==> src/hw/rtl/stseg_pkg.sv <==
// Shared types and constants for the silence track segmenter.
`timescale 1ns / 1ps

package stseg_pkg;

   // Default build parameters
   localparam int DEF_INDEX_BITS  = 32;
   localparam int DEF_SAMPLE_BITS = 16;

   // Fixed field widths
   localparam int LEVEL_BITS = 16;
   localparam int RUN_BITS   = 24;
   localparam int TRACK_BITS = 32;
   localparam int CSR_DATA_BITS = 32;
   localparam int CSR_ADDR_BITS = 3;

   // Register map (byte addresses)
   localparam logic [CSR_ADDR_BITS-1:0] ADDR_QUIET_THRESHOLD   = 3'd0;
   localparam logic [CSR_ADDR_BITS-1:0] ADDR_SILENCE_RUN_LIMIT = 3'd4;

   // Register reset values: 0.001 of full scale, 3 s at 44.1 kHz
   localparam logic [LEVEL_BITS-1:0] RESET_QUIET_THRESHOLD   = 16'd33;
   localparam logic [RUN_BITS-1:0]   RESET_SILENCE_RUN_LIMIT = 24'd132300;

   typedef struct packed {
      logic [LEVEL_BITS-1:0] quiet_threshold;
      logic [RUN_BITS-1:0]   silence_run_limit;
   } stseg_cfg_type;

endpackage

==> src/hw/rtl/stseg_csr.sv <==
// Configuration register block with an APB-style access port.
`timescale 1ns / 1ps

module stseg_csr
   import stseg_pkg::*;
(
   input  logic                     clock,
   input  logic                     reset,
   input  logic                     csr_psel,
   input  logic                     csr_penable,
   input  logic                     csr_pwrite,
   input  logic [CSR_ADDR_BITS-1:0] csr_paddr,
   input  logic [CSR_DATA_BITS-1:0] csr_pwdata,
   output logic [CSR_DATA_BITS-1:0] csr_prdata,
   output logic                     csr_pready,
   output stseg_cfg_type            cfg
);

   logic [LEVEL_BITS-1:0] level_ff;
   logic [RUN_BITS-1:0]   limit_ff;
   logic                  wr_en;

   assign csr_pready = 1'b1;
   assign wr_en      = csr_psel && csr_penable && csr_pwrite && csr_pready;

   always_ff @(posedge clock) begin
      if (reset) begin
         level_ff <= RESET_QUIET_THRESHOLD;
         limit_ff <= RESET_SILENCE_RUN_LIMIT;
      end else if (wr_en) begin
         unique case (csr_paddr)
            ADDR_QUIET_THRESHOLD:   level_ff <= csr_pwdata[LEVEL_BITS-1:0];
            ADDR_SILENCE_RUN_LIMIT: limit_ff <= csr_pwdata[RUN_BITS-1:0];
            default: ;
         endcase
      end
   end

   always_comb begin
      unique case (csr_paddr)
         ADDR_QUIET_THRESHOLD:   csr_prdata = CSR_DATA_BITS'(level_ff);
         ADDR_SILENCE_RUN_LIMIT: csr_prdata = CSR_DATA_BITS'(limit_ff);
         default:                csr_prdata = '0;
      endcase
   end

   assign cfg.quiet_threshold   = level_ff;
   assign cfg.silence_run_limit = limit_ff;

endmodule

==> src/hw/rtl/stseg_core.sv <==
// Segmenter datapath: input register, track state update, result register.
`timescale 1ns / 1ps

module stseg_core
   import stseg_pkg::*;
#(
   parameter int INDEX_BITS  = DEF_INDEX_BITS,
   parameter int SAMPLE_BITS = DEF_SAMPLE_BITS
) (
   input  logic                         clock,
   input  logic                         reset,
   input  stseg_cfg_type                cfg,
   input  logic                         req_valid,
   output logic                         req_stall,
   input  logic signed [SAMPLE_BITS-1:0] req_left_sample,
   input  logic signed [SAMPLE_BITS-1:0] req_right_sample,
   input  logic                         req_last_of_stream,
   output logic                         rsp_valid,
   input  logic                         rsp_stall,
   output logic [TRACK_BITS-1:0]        rsp_track_first_index,
   output logic [TRACK_BITS-1:0]        rsp_track_last_index
);

   localparam int MAG_BITS = SAMPLE_BITS + 1;
   localparam int CMP_BITS = (MAG_BITS > LEVEL_BITS) ? MAG_BITS : LEVEL_BITS;
   localparam logic [INDEX_BITS-1:0] IDX_MAX = '1;

   // input register
   logic                          in_valid_ff, in_valid_in;
   logic signed [SAMPLE_BITS-1:0] left_ff, right_ff;
   logic                          last_ff;

   // track state
   logic [INDEX_BITS-1:0] pair_index_ff, pair_index_in;
   logic                  inside_ff, inside_in;
   logic [RUN_BITS-1:0]   quiet_ff, quiet_in;
   logic [INDEX_BITS-1:0] start_ff, start_in;
   logic [INDEX_BITS-1:0] loud_ff, loud_in;

   // result register
   logic                  out_valid_ff, out_valid_in;
   logic [INDEX_BITS-1:0] out_first_ff, out_last_ff;
   logic [INDEX_BITS-1:0] emit_first, emit_last;

   logic                  advance, emit, silent;
   logic [CMP_BITS-1:0]   mag_l, mag_r, level_x;
   logic [RUN_BITS-1:0]   limit, quiet_inc;

   function automatic logic [CMP_BITS-1:0] magnitude(logic signed [SAMPLE_BITS-1:0] s);
      logic signed [MAG_BITS-1:0] wide;
      wide = MAG_BITS'(s);
      if (wide < 0) begin
         wide = -wide;
      end
      return CMP_BITS'(unsigned'(wide));
   endfunction

   // stage one moves on when the result register is free or being emptied
   assign advance     = in_valid_ff && (!out_valid_ff || !rsp_stall);
   assign req_stall   = in_valid_ff && !advance;
   assign in_valid_in = req_valid ? 1'b1 : (in_valid_ff && !advance);

   assign mag_l   = magnitude(left_ff);
   assign mag_r   = magnitude(right_ff);
   assign level_x = CMP_BITS'(cfg.quiet_threshold);
   assign silent  = (mag_l <= level_x) && (mag_r <= level_x);
   assign limit   = (cfg.silence_run_limit == '0) ? RUN_BITS'(1) : cfg.silence_run_limit;
   assign quiet_inc = quiet_ff + RUN_BITS'(1);

   always_comb begin
      pair_index_in = pair_index_ff;
      inside_in     = inside_ff;
      quiet_in      = quiet_ff;
      start_in      = start_ff;
      loud_in       = loud_ff;
      emit          = 1'b0;
      emit_first    = start_ff;
      emit_last     = loud_ff;

      if (!inside_ff) begin
         if (!silent) begin
            inside_in = 1'b1;
            start_in  = pair_index_ff;
            loud_in   = pair_index_ff;
            quiet_in  = '0;
         end
      end else if (silent) begin
         quiet_in = quiet_inc;
         if (quiet_inc >= limit) begin
            emit      = 1'b1;
            inside_in = 1'b0;
            quiet_in  = '0;
         end
      end else begin
         quiet_in = '0;
         loud_in  = pair_index_ff;
      end

      // emitted indices come from the updated track bounds
      emit_first = start_in;
      emit_last  = loud_in;

      if (last_ff) begin
         if (inside_in) begin
            emit = 1'b1;
         end
         pair_index_in = '0;
         inside_in     = 1'b0;
         quiet_in      = '0;
         start_in      = '0;
         loud_in       = '0;
      end else if (pair_index_ff < IDX_MAX) begin
         pair_index_in = pair_index_ff + INDEX_BITS'(1);
      end
   end

   always_comb begin
      if (advance) begin
         out_valid_in = emit;
      end else if (out_valid_ff && !rsp_stall) begin
         out_valid_in = 1'b0;
      end else begin
         out_valid_in = out_valid_ff;
      end
   end

   always_ff @(posedge clock) begin
      if (reset) begin
         in_valid_ff   <= 1'b0;
         out_valid_ff  <= 1'b0;
         pair_index_ff <= '0;
         inside_ff     <= 1'b0;
         quiet_ff      <= '0;
         start_ff      <= '0;
         loud_ff       <= '0;
      end else begin
         in_valid_ff  <= in_valid_in;
         out_valid_ff <= out_valid_in;
         if (advance) begin
            pair_index_ff <= pair_index_in;
            inside_ff     <= inside_in;
            quiet_ff      <= quiet_in;
            start_ff      <= start_in;
            loud_ff       <= loud_in;
         end
      end
   end

   always_ff @(posedge clock) begin
      if (req_valid && !req_stall) begin
         left_ff  <= req_left_sample;
         right_ff <= req_right_sample;
         last_ff  <= req_last_of_stream;
      end
      if (advance && emit) begin
         out_first_ff <= emit_first;
         out_last_ff  <= emit_last;
      end
   end

   assign rsp_valid             = out_valid_ff;
   assign rsp_track_first_index = TRACK_BITS'(out_first_ff);
   assign rsp_track_last_index  = TRACK_BITS'(out_last_ff);

endmodule

==> src/hw/rtl/silence_track_segmenter.sv <==
// Top level of the silence track segmenter: CSR block and datapath.
// Path: an accepted request transaction passes the input register, then the
//   result register, which drives response valid.
// Throughput: one sample pair per cycle while the response side takes results.
// Reset: synchronous, active high; clears the pipeline and track state and
//   loads quiet_threshold = 33 and silence_run_limit = 132300.
`timescale 1ns / 1ps

module silence_track_segmenter
   import stseg_pkg::*;
#(
   parameter int INDEX_BITS  = DEF_INDEX_BITS,
   parameter int SAMPLE_BITS = DEF_SAMPLE_BITS
) (
   input  logic                          clock,
   input  logic                          reset,
   // request channel: one stereo pair per transaction
   input  logic                          req_valid,
   output logic                          req_stall,
   input  logic signed [SAMPLE_BITS-1:0] req_left_sample,
   input  logic signed [SAMPLE_BITS-1:0] req_right_sample,
   input  logic                          req_last_of_stream,
   // response channel: one transaction per closed track
   output logic                          rsp_valid,
   input  logic                          rsp_stall,
   output logic [TRACK_BITS-1:0]         rsp_track_first_index,
   output logic [TRACK_BITS-1:0]         rsp_track_last_index,
   // configuration port
   input  logic                          csr_psel,
   input  logic                          csr_penable,
   input  logic                          csr_pwrite,
   input  logic [CSR_ADDR_BITS-1:0]      csr_paddr,
   input  logic [CSR_DATA_BITS-1:0]      csr_pwdata,
   output logic [CSR_DATA_BITS-1:0]      csr_prdata,
   output logic                          csr_pready
);

   stseg_cfg_type cfg;

   // The user must write registers only while no transaction is in flight; the block does not enforce this.
   stseg_csr u_csr (
      .clock       (clock),
      .reset       (reset),
      .csr_psel    (csr_psel),
      .csr_penable (csr_penable),
      .csr_pwrite  (csr_pwrite),
      .csr_paddr   (csr_paddr),
      .csr_pwdata  (csr_pwdata),
      .csr_prdata  (csr_prdata),
      .csr_pready  (csr_pready),
      .cfg         (cfg)
   );

   // Datapath: silence test, run counter and track bounds in one pass,
   // with the result held until the response side takes it.
   stseg_core #(
      .INDEX_BITS  (INDEX_BITS),
      .SAMPLE_BITS (SAMPLE_BITS)
   ) u_core (
      .clock                 (clock),
      .reset                 (reset),
      .cfg                   (cfg),
      .req_valid             (req_valid),
      .req_stall             (req_stall),
      .req_left_sample       (req_left_sample),
      .req_right_sample      (req_right_sample),
      .req_last_of_stream    (req_last_of_stream),
      .rsp_valid             (rsp_valid),
      .rsp_stall             (rsp_stall),
      .rsp_track_first_index (rsp_track_first_index),
      .rsp_track_last_index  (rsp_track_last_index)
   );

endmodule
==> config.mk <==
export PLATFORM = sky130hd
export DESIGN_NAME = silence_track_segmenter
export DESIGN_NICKNAME = d
export VERILOG_FILES = /design/src/hw/rtl/stseg_pkg.sv /design/src/hw/rtl/stseg_csr.sv /design/src/hw/rtl/stseg_core.sv /design/src/hw/rtl/silence_track_segmenter.sv
export SDC_FILE = /design/constraint.sdc
export NUM_CORES = 1
export LEC_CHECK = 0
export ABC_AREA = 1
export BUFFER_PORTS_ARGS = -buffer_cell sky130_fd_sc_hd__buf_2
export CAP_MARGIN = 20
export CORE_MARGIN = 2
export CORE_UTILIZATION = 40
export CTS_CLUSTER_DIAMETER = 200
export DETAILED_ROUTE_END_ITERATION = 8
export PLACE_DENSITY_LB_ADDON = 0.08
export SLEW_MARGIN = 15
export SYNTH_ARGS = -nofsm -noshare
export SYNTH_HDL_FRONTEND = slang
export SYNTH_HIERARCHICAL = 1
export SYNTH_SLANG_ARGS = --single-unit
==> constraint.sdc <==
create_clock -name clock -period 5.9 [get_ports clock]
set_input_delay 0.885 -clock clock [delete_from_list [all_inputs] [get_ports clock]]
set_output_delay 0.885 -clock clock [all_outputs]
set_load 0.01 [all_outputs]
# ---- Word level (Yosys, flattened, before mapping)
# Cells that the tools add are included.
dict set report word_totals {
  regBits 260
  latchBits 0
  mem_bits_rw 0
  rom_bits 0
  inputBits 75
  output_inout_bits 99
  wordCells 76
  n_memories 0
}
dict set report classes {
  add_sub_neg 4
  n_mul 0
  div_mod_pow 0
  n_lt_le_gt_ge 6
  n_eq_ne 2
  n_shift 0
  mux 29
  bitwise_logic 0
  reduce_logical 21
}
# operator n
set ops {}
lappend ops {{32-bit 2-to-1 mux} 7}
lappend ops {{24-bit 2-to-1 mux} 6}
lappend ops {{24-bit one-hot mux with 2 select lines} 1}
lappend ops {{17-bit by 16-bit <= comparator with 1-bit output} 2}
lappend ops {{17-bit 2-to-1 mux} 2}
lappend ops {{16-bit negator with 17-bit output} 2}
lappend ops {{32-bit by 1-bit adder with 32-bit output, second input constant} 1}
lappend ops {{16-bit by 1-bit less-than comparator with 1-bit output, second input constant} 2}
lappend ops {{32-bit less-than comparator, second input constant} 1}
lappend ops {{24-bit by 1-bit adder with 24-bit output, second input constant} 1}
lappend ops {{24-bit >= comparator} 1}
lappend ops {{24-bit logical NOT} 1}
lappend ops {{1-bit 2-to-1 mux} 13}
lappend ops {{1-bit logical AND} 8}
lappend ops {{2-bit AND reduction} 4}
lappend ops {{1-bit logical NOT} 4}
lappend ops {{2-bit nonzero test} 2}
lappend ops {{3-bit == test, second input constant} 1}
lappend ops {{3-bit logical NOT} 1}
lappend ops {{3-bit by 1-bit inequality test with 1-bit output, second input constant} 1}
lappend ops {{1-bit logical OR} 1}

# ---- Longest topological paths before layout
dict set report depth {
  ltp_word 9
  ltp_mapped 25
  depth_no_buf 24
}

# ---- Modules after synthesis
# Netlist, hierarchy kept.
# mod instances cells_each area_per_inst_um2 seq_area_each_um2
set by_module_without_submodules {}
lappend by_module_without_submodules {stseg_core 1 1669 12428.2 5375.2}
lappend by_module_without_submodules {stseg_csr 1 322 2030.7 800.8}

# ---- Worst setup path before layout
# OpenSTA, ideal clock, no wires.
dict set report synth_timing {
  path_kind {register to register}
  start {register u_core.right_ff[0]}
  end {register u_core.out_first_ff[0] (netlist: u_core/rsp_track_first_index[0]) (enable)}
  setup_ns 0.418
  arrival_ns 3.865
  required_ns 5.482
  slack_ns 1.617
  path_stages_with_launch 20
  path_buffers 0
  synth_period_minus_slack_ns 4.283
  cell_sequence {edfxtp_1 -> inv_1 -> ha_1 -> nand2_1 -> nor2_1 -> nand2_1 -> o41ai_1 -> o21ai_0 -> xor2_1 -> ha_1 -> nand3_1 -> nor3_2 -> nand4_1 -> nand3_1 -> nand2_2 -> nand3_1 -> nand2_1 -> inv_1 -> nand2_1 -> inv_1}
}
dict set report synth_via {
  elab_chain_cells 9
  elab_cells_between_ends 13
  cone_classes {add/sub: 1; order compare: 2; mux: 8; reduce/logical: 2}
}
# item line_no
set synth_lines {}
lappend synth_lines {{start, declared} stseg_core.sv:30} ;# logic signed [SAMPLE_BITS-1:0] left_ff, right_ff;
lappend synth_lines {{start signal, assigned} stseg_core.sv:152} ;# right_ff <= req_right_sample;
lappend synth_lines {{16-bit negator with 17-bit output or 16-bit by 1-bit less-than comparator with 1-bit output (tied branches)} {stseg_core.sv:53, stseg_core.sv:52}}
lappend synth_lines {{17-bit 2-to-1 mux (*)} stseg_core.sv:52} ;# if (wide < 0) begin
lappend synth_lines {{17-bit by 16-bit <= comparator with 1-bit output (*)} stseg_core.sv:66} ;# assign silent = (mag_l <= level_x) && (mag_r <= level_x);
lappend synth_lines {{1-bit logical AND (*)} stseg_core.sv:66}
lappend synth_lines {{1-bit 2-to-1 mux (on tied branches)} {stseg_core.sv:87, stseg_core.sv:81}}
lappend synth_lines {{1-bit 2-to-1 mux} stseg_core.sv:80} ;# if (!inside_ff) begin
lappend synth_lines {{1-bit 2-to-1 mux} stseg_core.sv:104} ;# if (inside_in) begin
lappend synth_lines {{1-bit 2-to-1 mux (*)} stseg_core.sv:103} ;# if (last_ff) begin
lappend synth_lines {{1-bit logical AND (*)} stseg_core.sv:155} ;# if (advance && emit) begin
lappend synth_lines {{end signal, assigned} stseg_core.sv:156} ;# out_first_ff <= emit_first;
lappend synth_lines {{end, declared} stseg_core.sv:42} ;# logic [INDEX_BITS-1:0] out_first_ff, out_last_ff;
# Mark *: on every way between the ends. The rest lies on a longest branch, timed or not.
# A chain may end at the register's enable or synchronous reset.

# ---- Worst setup path after layout
dict set report layout_timing {
  start {register u_core.quiet_ff[0]}
  end {register u_core.out_last_ff[6] (netlist: u_core/rsp_track_last_index[6]) (enable)}
}
dict set report layout_via {
  elab_chain_cells 8
  elab_cells_between_ends 11
  cone_classes {add/sub: 1; order compare: 1; mux: 8; reduce/logical: 1}
}
# item line_no
set layout_lines {}
lappend layout_lines {{start, declared} stseg_core.sv:36} ;# logic [RUN_BITS-1:0] quiet_ff, quiet_in;
lappend layout_lines {{start signal, assigned} stseg_core.sv:142} ;# quiet_ff <= quiet_in;
lappend layout_lines {{24-bit by 1-bit adder with 24-bit output (*)} stseg_core.sv:68} ;# assign quiet_inc = quiet_ff + RUN_BITS'(1);
lappend layout_lines {{24-bit >= comparator (*)} stseg_core.sv:89} ;# if (quiet_inc >= limit) begin
lappend layout_lines {{1-bit 2-to-1 mux} stseg_core.sv:89}
lappend layout_lines {{1-bit 2-to-1 mux} stseg_core.sv:87} ;# end else if (silent) begin
lappend layout_lines {{1-bit 2-to-1 mux} stseg_core.sv:80}
lappend layout_lines {{1-bit 2-to-1 mux} stseg_core.sv:104}
lappend layout_lines {{1-bit 2-to-1 mux (*)} stseg_core.sv:103}
lappend layout_lines {{1-bit logical AND (*)} stseg_core.sv:155}
lappend layout_lines {{end signal, assigned} stseg_core.sv:157} ;# out_last_ff <= emit_last;
lappend layout_lines {{end, declared} stseg_core.sv:42}
# Marks and branches as above.

==> reports/metrics.cfg <==
[pwr]
ir_drop_uv = 228
finalPower_w = 0.00454
p_per_area_mw_per_mm2 = 274
leakage_nw = 7.07

[setup_path]
crit_start = u_core/quiet_ff[0]
r2r-start = u_core/quiet_ff[0]
path_cells = ha_1, nand2_1, nor2_1, nand2_1, nor2_1, xor2_1, inv_1, ha_1, nand2_1, nor2_1, nand2_1, nor2_1, nand2_1, nand4_1, buf_4, nand3_1, nand2_1, nand2_1, inv_2, buf_12
cpMostUsedCell = nand2_1
critical_path.max_fanout = 64
arrival_ps = 4530
worst_setup_path_start_kind = register
r2r_slack_ps = 1610
critPathCaptureType = register
crit_required_ps = 6140
critical_path_class = reg2reg
cpPeakStageDelay_ps = 460
slowest_stage = dfxtp_1
cp_num_buf_inv = 4
critPathTopFamily = simple AND/OR/NAND/NOR gates

[clocking]
ctsResizeCount = 0
clockBufferDepth = 3
insertion_delay_ps = 590
cts_hold_buf = 0
cts_sinks = 260
cts.htree.levels = 1
numCtsBuffers = 30
post-cts-setup-buffers = 0
clk_pin_slew_ps = 60
cts_tree = done
cts_root_buf = clkbuf_16

[synthesis]
synth_area_leader_cell = dfxtp_1
synth.top_cell.area_share = 0.226
post-synth-top-count-cell = nand2_1
ys_seq_area_frac = 0.427
syn-cell-area_sq_mm = 0.0145
synth.avg_cell_area_sq_um = 7.26
synth.area.top_cells = dfxtp_1, edfxtp_1, nand2_1
yosys_warnings = 6
ys.flop_type = dfxtp_1
synth_cells = 1991
ys_seq_elements = 260
ys_top_cells_by_count = nand2_1, inv_1, nor2_1
async_flop_share = 0
synth_cell_types = 42
synth-edff-count = 97

[floorplan]
die_h_um = 194
die_w_um = 194
start_util = 0.407
rows = 69
io_pins = 174
dieArea_sq_mm = 0.0377
core-area_sq_mm = 0.0356

[routing]
detail_route.wl_per_cell_um = 14.9
first_pass_iters = 6
drc = 0
ant_nets = 0
vias = 12750
drt_wl_total_mm = 38.7
vias_per_cell = 4.92
drt_iter0_markers = 917

[global_route]
grt_pass1_wl_mm = 62.7
grt_pass1_vias = 11920
grt_use_total = 0.203
grt_antenna_before_repair = 0
grt_start_max_net_pins = 70
grt-ovfl-total = 0

[sta]
drv_slew = 0
period_share = 0.727
fin_setup_tns_ps = 0
clock_skew_ps = 36.6
max_slew_margin = 0.333
rsz0062_at_grt = no
tightest_slew_ps = 994
max_freq_ghz = 0.233
period_needed_ps = 4290
final_hold_viol_count = 0
setup_viol = 0

[placement]
portBuffers = 156
hpwlAfterDp_mm = 27.5
gp_congestion = 0.864

[finish]
nFillCells = 3584
seq_area_sq_mm = 0.00618
multiInputGateArea_sq_mm = 0.00688
diodes = 0
syn2layout_area_growth_pct = 14.3
finalNetCount = 2243
drive_gt1_frac = 0.121

[worst_hold_path]
min_from = u_core/start_ff[8]
min_path_type = reg2reg

[run_status]
run_status = finished, final reports clean

[run]
drv_cap = 0

-- cell families (layout without fill, tap and decap cells) --
group	count (synthesis)	in the layout	share of synthesized area
and+or+nand+nor	1122	1122	0.332
adders and majority gates	60	60	0.0519
DFF	260	260	0.427
AOI/OAI and AO/OA	165	165	0.0608
other	2	9	0.000519
xor gates and xnor gates	46	46	0.0279
buffers and inverters	336	470	0.0999
-- cells in the final DEF, fill, tap and decap left out, types with 8 or more instances in the layout --
| cell | Yosys | final |
|---|---|---|
| a21oi_1 | 129 | 129 |
| and2_1 | 33 | 33 |
| buf_2 | 23 | 156 |
| buf_4 | 17 | 8 |
| clkbuf_16 | 0 | 30 |
| conb_1 | 2 | 9 |
| dfxtp_1 | 163 | 163 |
| edfxtp_1 | 97 | 97 |
| ha_1 | 60 | 60 |
| inv_1 | 237 | 234 |
| inv_2 | 8 | 11 |
| nand2_1 | 604 | 604 |
| nand3_1 | 154 | 154 |
| nand4_1 | 29 | 29 |
| nor2_1 | 205 | 203 |
| nor2_2 | 7 | 8 |
| nor3_1 | 56 | 56 |
| nor4_1 | 11 | 11 |
| o21ai_0 | 19 | 19 |
| xnor2_1 | 10 | 10 |
| xor2_1 | 36 | 36 |
-- path summary, 6_finish.rpt --
check,cells past startpoint,to
min reg2reg,2,u_core/start_ff[8]
max reg2reg,20,u_core/rsp_track_last_index[6]
min,2,u_core/start_ff[8]
max,20,u_core/rsp_track_last_index[6]
-- routing by layer --
metal | track usage | part of all wire
met5 | 0 | 0
met4 | 0.0516 | 0.024
met3 | 0.0296 | 0.055
met2 | 0.316 | 0.43
met1 | 0.296 | 0.49
-- metrics by stage --
stage | setup slack, ps | utilization | instances | area (sq um) | hold WS (ps)
floorplan | 1620 | - | 1998 | 14500 | 445
global placement | 1680 | 0.433 | 2535 | 15400 | 451
detailed placement | 1650 | 0.435 | 2537 | 15500 | 455
CTS | 1640 | 0.465 | 2593 | 16500 | 465
global route | 1270 | 0.465 | 2593 | 16500 | 474
finish | 1610 | 0.465 | 2593 | 16500 | 464
-- worst register-to-register path, stage by stage, from the launching register on --
cell and delay (ps):
dfxtp_1 460, ha_1 310, nand2_1 100, nor2_1 400, nand2_1 190, nor2_1 190, xor2_1 340, inv_1 100
ha_1 290, nand2_1 60, nor2_1 110, nand2_1 70, nor2_1 100, nand2_1 50, nand4_1 80, buf_4 310
nand3_1 120, nand2_1 100, nand2_1 100, inv_2 80, buf_12 230
-- power by group --
group          internal [W]  switching, W
combinational      0.000183      0.000369
clock               0.00124      0.000769
sequential          0.00194     0.0000400
total               0.00336       0.00118
-- final cells by class --
| cell class | count | area share |
|---|---|---|
| clock buffer | 40 | 0.0495 |
| sequential | 260 | 0.374 |
| multi-input combinational | 1402 | 0.416 |
| inverter | 247 | 0.0561 |
| clock inverter | 16 | 0.0154 |
| timing repair buffer | 167 | 0.0544 |
| tap | 461 | 0.0349 |
-- state kept, by name, indices dropped and copies added (netlist names) --
register	count
u_core/inside_ff	1
u_core/loud_ff	32
u_core/left_ff	16
u_core/pair_index_ff	32
u_csr/level_ff	16
u_core/rsp_track_first_index	32
u_core/start_ff	32
u_core/quiet_ff	24
u_csr/limit_ff	24
u_core/rsp_valid	1
u_core/right_ff	16
u_core/in_valid_ff	1
u_core/last_ff	1
u_core/rsp_track_last_index	32
Power figures use the tool's default switching activity.
